`src/hw/rtl/generalized_advantage_estimator_unit_macros.svh`:
```
// assertion macros shared by the gae rtl
`ifndef GENERALIZED_ADVANTAGE_ESTIMATOR_UNIT_MACROS_SVH
`define GENERALIZED_ADVANTAGE_ESTIMATOR_UNIT_MACROS_SVH

// same-cycle implication, checked outside reset
`define GAE_ASSERT_NOW(lbl, ante, cons, msg) \
  lbl: assert property (@(posedge clk) disable iff (rst) (ante) |-> (cons)) else $error(msg);

// next-cycle implication, checked outside reset
`define GAE_ASSERT_NEXT(lbl, ante, cons, msg) \
  lbl: assert property (@(posedge clk) disable iff (rst) (ante) |=> (cons)) else $error(msg);

`endif

```
`src/hw/rtl/gae_pkg.sv`:
```
package gae_pkg;

  localparam int FIELD_W     = 32;
  localparam int COEF_W      = 17;
  localparam int COEF_FRAC   = 16;
  localparam int CFG_INDEX_W = 2;
  localparam int QUEUE_DEPTH = 2;

  localparam logic [COEF_W-1:0] COEF_ONE          = 17'd65536;
  localparam logic [COEF_W-1:0] DISCOUNT_RESET    = 17'd64881;
  localparam logic [COEF_W-1:0] TRACE_DECAY_RESET = 17'd62259;
  localparam logic [COEF_W-1:0] GL_RESET =
    17'(((64'd64881 * 64'd62259) + 64'd32768) >> 16);

  localparam logic [CFG_INDEX_W-1:0] CFG_DISCOUNT    = 2'd0;
  localparam logic [CFG_INDEX_W-1:0] CFG_TRACE_DECAY = 2'd1;

  typedef struct packed {
    logic signed [FIELD_W-1:0] reward;
    logic signed [FIELD_W-1:0] state_value;
    logic                      episode_done;
    logic                      first_of_rollout;
    logic signed [FIELD_W-1:0] bootstrap_value;
  } step_t;

  typedef struct packed {
    logic signed [FIELD_W-1:0] advantage;
    logic signed [FIELD_W-1:0] return_value;
  } result_t;

  // queue entry: reward minus value already formed by the front
  typedef struct packed {
    logic signed [FIELD_W:0]   diff;
    logic signed [FIELD_W-1:0] state_value;
    logic signed [FIELD_W-1:0] bootstrap_value;
    logic                      done;
    logic                      first;
  } work_t;

endpackage

```
`src/hw/rtl/generalized_advantage_estimator_unit.sv`:
```
// path: front entry register, queue, then the back-end steps (pop, multiply, sum and
//   saturate, output); the back end starts a request only after the last one left the
//   output step, since that loop carries the running advantage to the next request
// front end and 2-entry queue take requests at one per cycle until the queue fills
// reset (rst, synchronous, active high): queue and pipeline empty, running advantage
//   and later value zero, discount 64881 and trace decay 62259
module generalized_advantage_estimator_unit #(
  parameter int DATA_WIDTH = 32
) (
  input  logic                                clk,
  input  logic                                rst,
  // rollout steps, newest first
  input  logic                                step_valid,
  output logic                                step_stall,
  input  gae_pkg::step_t                      step,
  // advantage and return per step
  output logic                                result_valid,
  input  logic                                result_stall,
  output gae_pkg::result_t                    result,
  // register writes
  input  logic                                cfg_valid,
  output logic                                cfg_ready,
  input  logic [gae_pkg::CFG_INDEX_W-1:0]     cfg_index,
  input  logic [gae_pkg::COEF_W-1:0]          cfg_data
);

  // results saturate to the data width, which the 32-bit fields cap
  localparam int SAT_W = (DATA_WIDTH > gae_pkg::FIELD_W) ? gae_pkg::FIELD_W : DATA_WIDTH;

  logic [gae_pkg::COEF_W-1:0]   discount;
  logic [gae_pkg::COEF_W-1:0]   trace_decay;
  logic [gae_pkg::COEF_W-1:0]   gl_coef;
  logic [gae_pkg::COEF_W-1:0]   cfg_clamped;
  logic [2*gae_pkg::COEF_W-1:0] gl_prod;
  logic                         cfg_write;

  logic           q_push;
  logic           q_pop;
  logic           q_full;
  logic           q_empty;
  gae_pkg::work_t q_wr;
  gae_pkg::work_t q_rd;

  // register writes are always taken; coefficients above one act as one
  assign cfg_ready   = 1'b1;
  assign cfg_write   = cfg_valid & cfg_ready;
  assign cfg_clamped = (cfg_data > gae_pkg::COEF_ONE) ? gae_pkg::COEF_ONE : cfg_data;

  // gamma*lambda rounded to Q1.16, refreshed every cycle from the registers;
  // a request passes the front entry register, the queue and the pop step before
  // it reaches the multiplier, so a write taken with it is already folded in
  assign gl_prod = discount * trace_decay
                 + (2*gae_pkg::COEF_W)'(1 << (gae_pkg::COEF_FRAC - 1));

  always_ff @(posedge clk) begin
    if (rst) begin
      discount    <= gae_pkg::DISCOUNT_RESET;
      trace_decay <= gae_pkg::TRACE_DECAY_RESET;
      gl_coef     <= gae_pkg::GL_RESET;
    end else begin
      gl_coef <= gl_prod[gae_pkg::COEF_FRAC +: gae_pkg::COEF_W];
      if (cfg_write) begin
        case (cfg_index)
          gae_pkg::CFG_DISCOUNT: begin
            discount <= cfg_clamped;
          end
          gae_pkg::CFG_TRACE_DECAY: begin
            trace_decay <= cfg_clamped;
          end
          default: begin
            // unknown index: write dropped
          end
        endcase
      end
    end
  end

  // front: takes requests and forms reward minus value
  gae_front u_front (
    .clk        (clk),
    .rst        (rst),
    .step_valid (step_valid),
    .step_stall (step_stall),
    .step       (step),
    .q_full     (q_full),
    .q_push     (q_push),
    .q_data     (q_wr)
  );

  // short queue decoupling front and back
  gae_fifo #(
    .DEPTH (gae_pkg::QUEUE_DEPTH)
  ) u_fifo (
    .clk     (clk),
    .rst     (rst),
    .push    (q_push),
    .wr_data (q_wr),
    .pop     (q_pop),
    .rd_data (q_rd),
    .full    (q_full),
    .empty   (q_empty)
  );

  // back: td error, advantage recurrence, saturation and output register
  gae_back #(
    .SAT_W (SAT_W)
  ) u_back (
    .clk          (clk),
    .rst          (rst),
    .discount     (discount),
    .gl_coef      (gl_coef),
    .q_empty      (q_empty),
    .q_data       (q_rd),
    .q_pop        (q_pop),
    .result_valid (result_valid),
    .result_stall (result_stall),
    .result       (result)
  );

endmodule

```
`src/hw/rtl/gae_front.sv`:
```
module gae_front (
  input  logic            clk,
  input  logic            rst,
  input  logic            step_valid,
  output logic            step_stall,
  input  gae_pkg::step_t  step,
  input  logic            q_full,
  output logic            q_push,
  output gae_pkg::work_t  q_data
);

  logic           ent_vld;
  logic           ent_vld_next;
  gae_pkg::work_t ent;
  logic           take;

  assign step_stall   = ent_vld & q_full;
  assign take         = step_valid & ~step_stall;
  assign q_push       = ent_vld & ~q_full;
  assign q_data       = ent;
  assign ent_vld_next = take | (ent_vld & q_full);

  always_ff @(posedge clk) begin
    if (rst) begin
      ent_vld <= 1'b0;
    end else begin
      ent_vld <= ent_vld_next;
    end
    if (take) begin
      ent.diff            <= 33'(step.reward) - 33'(step.state_value);
      ent.state_value     <= step.state_value;
      ent.bootstrap_value <= step.bootstrap_value;
      ent.done            <= step.episode_done;
      ent.first           <= step.first_of_rollout;
    end
  end

endmodule

```
`src/hw/rtl/gae_fifo.sv`:
```
`include "generalized_advantage_estimator_unit_macros.svh"

module gae_fifo #(
  parameter int DEPTH = 2
) (
  input  logic           clk,
  input  logic           rst,
  input  logic           push,
  input  gae_pkg::work_t wr_data,
  input  logic           pop,
  output gae_pkg::work_t rd_data,
  output logic           full,
  output logic           empty
);

  localparam int PTR_W = $clog2(DEPTH);
  localparam int CNT_W = $clog2(DEPTH + 1);

  gae_pkg::work_t   mem [DEPTH];
  logic [PTR_W-1:0] wr_ptr;
  logic [PTR_W-1:0] rd_ptr;
  logic [CNT_W-1:0] cnt;
  logic             do_push;
  logic             do_pop;

  assign full    = (cnt == CNT_W'(DEPTH));
  assign empty   = (cnt == '0);
  assign do_push = push & ~full;
  assign do_pop  = pop & ~empty;
  assign rd_data = mem[rd_ptr];

  always_ff @(posedge clk) begin
    if (rst) begin
      wr_ptr <= '0;
      rd_ptr <= '0;
      cnt    <= '0;
    end else begin
      if (do_push) begin
        wr_ptr <= (wr_ptr == PTR_W'(DEPTH - 1)) ? '0 : wr_ptr + 1'b1;
      end
      if (do_pop) begin
        rd_ptr <= (rd_ptr == PTR_W'(DEPTH - 1)) ? '0 : rd_ptr + 1'b1;
      end
      if (do_push && !do_pop) begin
        cnt <= cnt + 1'b1;
      end else if (do_pop && !do_push) begin
        cnt <= cnt - 1'b1;
      end
    end
    if (do_push) begin
      mem[wr_ptr] <= wr_data;
    end
  end

  `GAE_ASSERT_NEXT(a_fifo_fill, do_push && !do_pop, cnt == $past(cnt) + 1'b1, "fifo count slip")

endmodule

```
`src/hw/rtl/gae_back.sv`:
```
`include "generalized_advantage_estimator_unit_macros.svh"

module gae_back #(
  parameter int SAT_W = 32
) (
  input  logic                          clk,
  input  logic                          rst,
  input  logic [gae_pkg::COEF_W-1:0]    discount,
  input  logic [gae_pkg::COEF_W-1:0]    gl_coef,
  input  logic                          q_empty,
  input  gae_pkg::work_t                q_data,
  output logic                          q_pop,
  output logic                          result_valid,
  input  logic                          result_stall,
  output gae_pkg::result_t              result
);

  localparam int SUM_W  = 36;
  localparam int PROD_W = 50;
  localparam int DW     = gae_pkg::FIELD_W;
  localparam logic signed [SUM_W-1:0] SAT_HI =
    SUM_W'((64'sd1 <<< (SAT_W - 1)) - 64'sd1);
  localparam logic signed [SUM_W-1:0] SAT_LO = -SAT_HI - 36'sd1;
  localparam logic signed [PROD_W-1:0] ROUND_HALF =
    PROD_W'(64'sd1 <<< (gae_pkg::COEF_FRAC - 1));

  typedef enum logic [1:0] {S_IDLE, S_MUL, S_SUM, S_OUT} state_t;

  state_t                    state;
  gae_pkg::work_t            cur;
  logic signed [PROD_W-1:0]  p_next;
  logic signed [PROD_W-1:0]  p_prev;
  logic signed [DW-1:0]      running_adv;
  logic signed [DW-1:0]      later_val;
  logic signed [DW-1:0]      nxt_sel;
  logic signed [DW-1:0]      prv_sel;
  logic signed [SUM_W-1:0]   adv_sum;
  logic signed [SUM_W-1:0]   ret_sum;
  logic                      out_free;

  function automatic logic signed [DW-1:0] sat(input logic signed [SUM_W-1:0] x);
    if (x > SAT_HI) begin
      return SAT_HI[DW-1:0];
    end
    if (x < SAT_LO) begin
      return SAT_LO[DW-1:0];
    end
    return x[DW-1:0];
  endfunction

  assign q_pop    = (state == S_IDLE) & ~q_empty;
  assign out_free = ~result_valid | ~result_stall;
  assign nxt_sel  = cur.first ? cur.bootstrap_value : later_val;
  assign prv_sel  = cur.first ? '0 : running_adv;

  // products rounded to nearest (halves up) are the upper bits of the biased products
  always_comb begin
    adv_sum = SUM_W'(cur.diff);
    if (!cur.done) begin
      adv_sum = adv_sum
              + SUM_W'($signed(p_next[PROD_W-1:gae_pkg::COEF_FRAC]))
              + SUM_W'($signed(p_prev[PROD_W-1:gae_pkg::COEF_FRAC]));
    end
  end

  assign ret_sum = SUM_W'(running_adv) + SUM_W'(cur.state_value);

  always_ff @(posedge clk) begin
    if (rst) begin
      state        <= S_IDLE;
      result_valid <= 1'b0;
      running_adv  <= '0;
      later_val    <= '0;
    end else begin
      case (state)
        S_IDLE: begin
          if (!q_empty) begin
            state <= S_MUL;
          end
        end
        S_MUL: begin
          state <= S_SUM;
        end
        S_SUM: begin
          running_adv <= sat(adv_sum);
          later_val   <= cur.state_value;
          state       <= S_OUT;
        end
        S_OUT: begin
          if (out_free) begin
            state <= S_IDLE;
          end
        end
        default: begin
          state <= S_IDLE;
        end
      endcase
      // a new result replaces one taken in the same cycle
      if (state == S_OUT && out_free) begin
        result_valid <= 1'b1;
      end else if (result_valid && !result_stall) begin
        result_valid <= 1'b0;
      end
    end
    if (q_pop) begin
      cur <= q_data;
    end
    if (state == S_MUL) begin
      p_next <= $signed({1'b0, discount}) * nxt_sel + ROUND_HALF;
      p_prev <= $signed({1'b0, gl_coef}) * prv_sel + ROUND_HALF;
    end
    if (state == S_OUT && out_free) begin
      result.advantage    <= running_adv;
      result.return_value <= sat(ret_sum);
    end
  end

  `GAE_ASSERT_NEXT(a_pop_starts, q_pop, state == S_MUL, "popped request not started")
  `GAE_ASSERT_NEXT(a_later_val, state == S_SUM, later_val == $past(cur.state_value), "later value lost")
  `GAE_ASSERT_NOW(a_out_from_out, $rose(result_valid), $past(state == S_OUT), "result outside output step")

endmodule
```
`config.mk`:
```
export PLATFORM = sky130hd
export DESIGN_NAME = generalized_advantage_estimator_unit
export DESIGN_NICKNAME = d
export VERILOG_FILES = /design/src/hw/rtl/gae_pkg.sv /design/src/hw/rtl/generalized_advantage_estimator_unit.sv /design/src/hw/rtl/gae_front.sv /design/src/hw/rtl/gae_fifo.sv /design/src/hw/rtl/gae_back.sv
export VERILOG_INCLUDE_DIRS = /design/src /design/src/hw/rtl
export SDC_FILE = /design/constraint.sdc
export NUM_CORES = 2
export LEC_CHECK = 0
export BUFFER_PORTS_ARGS = -buffer_cell sky130_fd_sc_hd__buf_2
export CAP_MARGIN = 10
export CORE_AREA = 2 2 366 368
export CTS_CLUSTER_DIAMETER = 30
export DETAILED_ROUTE_END_ITERATION = 6
export DIE_AREA = 0 0 368 370
export HOLD_SLACK_MARGIN = 0.03
export PLACE_DENSITY = 0.69
export REMOVE_ABC_BUFFERS = 1
export SLEW_MARGIN = 20
export SYNTH_ARGS = -nofsm -noshare
export SYNTH_HDL_FRONTEND = slang
export SYNTH_SLANG_ARGS = --single-unit
```
`constraint.sdc`:
```
create_clock -name clk -period 8.4 [get_ports clk]
set_clock_uncertainty 0.05 [all_clocks]
set_input_delay 2.52 -clock clk [delete_from_list [all_inputs] [get_ports clk]]
set_output_delay 2.52 -clock clk [all_outputs]
set_load 0.02 [all_outputs]
```
==> impl_metrics.json <==
{
  "status": "completed",
  "post_synth_xor_area_fraction": 0.02077,
  "r2r_end": "u_back.p_next[41]",
  "dp_hpwl_mm": 160.7,
  "layout_common_cells": "1461 x inv_1, 1300 x fa_1, 836 x and2_1",
  "start_util": 0.5662,
  "grt_pass1_vias": 54320,
  "final_net_count": 9273,
  "synth-adder-area-share": 0.4325,
  "finalHoldViolCount": 0,
  "fin_crit_sh": 0.9461,
  "clock-sinks": 651,
  "r2r-start": "u_back.cur[0]",
  "arrival_ns": 8.37,
  "synth_top_family_by_area": "adder cells",
  "clock_latency_ns": 0.79,
  "cts_hold_buffers": 0,
  "async_flop_share": 0,
  "synth_area_leader_cell": "fa_1",
  "r2r_cells": 25,
  "ys_warn_count": 0,
  "yosys.area_share.simple": 0.1359,
  "grt_pass1_wl_mm": 317.5,
  "drt_wl_total_mm": 203.0,
  "ys_ff_latch": 651,
  "dr_total_vias": 51210,
  "cts_root_buffer": "clkbuf_16",
  "worst_hold_path_type": "flip-flop to flip-flop",
  "crit_family": "adder cells",
  "tightest_slew_ns": 1.110,
  "io_pins": 189,
  "gr-total-overflow": 0,
  "max_stage_delay_ns": 0.56,
  "slew_headroom": 0.2593,
  "grt_max_degree": 72,
  "grt_setup_unrepaired": "no",
  "synth.area.top_cells": "fa_1 35%, edfxtp_1 21%, ha_1 8.5%",
  "cts_setup_buffers": 0,
  "std_cell_rows": 134,
  "drive_above_1_share": 0.1081,
  "min_from": "u_front.q_data[92]",
  "place_ws_ns": 0.6024,
  "cp_data_required_time_ns": 8.83,
  "fmax_ghz": 0.1258,
  "ys_types": 84,
  "rrSetupSlack_ns": 0.45,
  "clk_pin_slew_ns": 0.05,
  "die-area_um2": 136200,
  "drv_slew": 0,
  "cp_max_fo": 45,
  "path_class": "flip-flop to flip-flop",
  "setup_tns_ns": 0,
  "yosysSeqAreaShare": 0.2443,
  "cts_max_level": 4,
  "finalNonFillerCells": 9233,
  "end_kind": "flip-flop",
  "synth.area.mux_share": 0.02519,
  "grt_use_total": 0.3077,
  "cts_resized": 0,
  "fp.dieW_um": 368,
  "first_pass_iters": 6,
  "drc_errors": 0,
  "dpl.cell_count": 8965,
  "synth_compound_area_frac": 0.05219,
  "syn2layout_area_growth_pct": 11.16,
  "cpMostUsedCell": "fa_1",
  "hold_depth": 0,
  "fp.dieH_um": 370,
  "maxCapViolations": 0,
  "post_drt_via_cell_ratio": 5.546,
  "cts_tree": "yes",
  "nFillCells": 10570,
  "gp_congestion": 0.9503,
  "drt_iter0_drc": 4042,
  "avgSynthCellArea_um2": 10.49,
  "cts_buffers": 140,
  "port_buffers": 187,
  "synth_top_area_frac": 0.3471,
  "fin_crit_ns": 7.948,
  "synthCells": 7147,
  "wl_per_cell_um": 21.98,
  "hold_end": "u_fifo.mem[1][92]",
  "clockBufferDepth": 3,
  "synth_edf_count": 528,
  "path_depth": 25,
  "setup-violations-final": 0,
  "core_area_um2": 132500,
  "layout_commonest_cell": "inv_1",
  "cp_slowest_cell": "a221oi_1",
  "critPathBufInv": 5,
  "antenna_found_initial": 13,
  "post-route-util": 0.6293,
  "synthFlopType": "edfxtp_1",
  "synth_area_um2": 74990,
  "postRouteAntennaNets": 0,
  "cp-start-kind": "flip-flop",
  "setup_slack_ns": 0.4524
}
-- flip-flops by register name, summed over array words and instances (netlist names), 32 cells and up --
signal              cells
u_back.cur             99
u_back.later_val       32
u_back.p_next          34
u_back.p_prev          34
u_back.result          64
u_back.running_adv     32
u_fifo.mem            198
u_front.q_data         99
-- metal layers --
metal	up-vias	GRT usage	routed length, µm
met5	-	0	46
met4	6	0.1451	10530
met3	454	0.05869	16040
met2	1956	0.4953	96150
met1	26320	0.4049	80180
li1	22480	-	-
-- cell usage after synthesis, types with 5 or more instances --
cell and number:
nor4_1 9, and3_1 14, nor3b_1 11, dfxtp_1 123
xnor2_1 119, o31ai_1 10, o211ai_1 10, a21o_1 68
nand2_2 12, xor2_1 57, nand3_1 35, o21ai_0 109
a211oi_2 29, nor2b_1 68, a211o_1 25, or3_1 7
ha_1 510, a221o_1 5, edfxtp_1 528, o21ai_1 7
mux2_2 134, a21oi_1 180, a31o_2 7, o21a_1 23
o31a_1 6, clkbuf_1 285, nor3_1 31, a21boi_0 5
mux2i_1 38, fa_1 1300, and4_1 7, nor2_1 219
inv_1 1462, a211oi_1 9, nand2_1 676, a31oi_1 19
and2_1 836, buf_2 10, o21bai_1 18, nand4_1 20
nand2b_1 26
-- layout make-up --
| class | count | area, µm² | share of cell area |
|---|---|---|---|
| diodes | 7 | 17.52 | 0.0002101 |
| clock buffers | 160 | 3661 | 0.04392 |
| clock inverters | 99 | 1286 | 0.01543 |
| inverters | 1462 | 5490 | 0.06586 |
| multi-input cells | 4729 | 50040 | 0.6004 |
| flip-flops and latches | 651 | 18330 | 0.2199 |
| well taps | 1768 | 2212 | 0.02654 |
| repair buffers | 357 | 2318 | 0.02781 |
-- per-stage QoR --
step,cell area (µm²),hold WS [ns]
6_report,83360,0.3679
5_1_grt,83340,0.3691
4_1_cts,83310,0.3702
3_5_place_dp,78360,0.3796
3_3_place_gp,78360,0.3724
2_1_floorplan,73800,0.3715
-- worst max-delay path by stage --
| stage | from | end | slack (ns) |
|---|---|---|---|
| floorplan | u_back.cur[0] | u_back.p_prev[49] | 0.36 |
| global placement | u_back.cur[0] | u_back.p_next[41] | 0.73 |
| detailed placement | u_back.cur[0] | u_back.p_next[41] | 0.60 |
| CTS | u_back.cur[0] | u_back.p_next[41] | 0.58 |
| global route | u_back.cur[0] | u_back.p_next[41] | 0.14 |
| finish | u_back.cur[0] | u_back.p_next[41] | 0.45 |
-- logic make-up after synthesis --
logic type | count (synthesis)
DFF | 651
muxes | 172
and+or+nand+nor | 1988
xor gates and xnor gates | 177
adders and majority gates | 1813
AOI/OAI and AO/OA | 578
buffers and inverters | 1767
other | 1
Power is left out: the tool's default activity adds up to more than one toggle a clock period on the data nets, which glitch-free logic cannot reach.
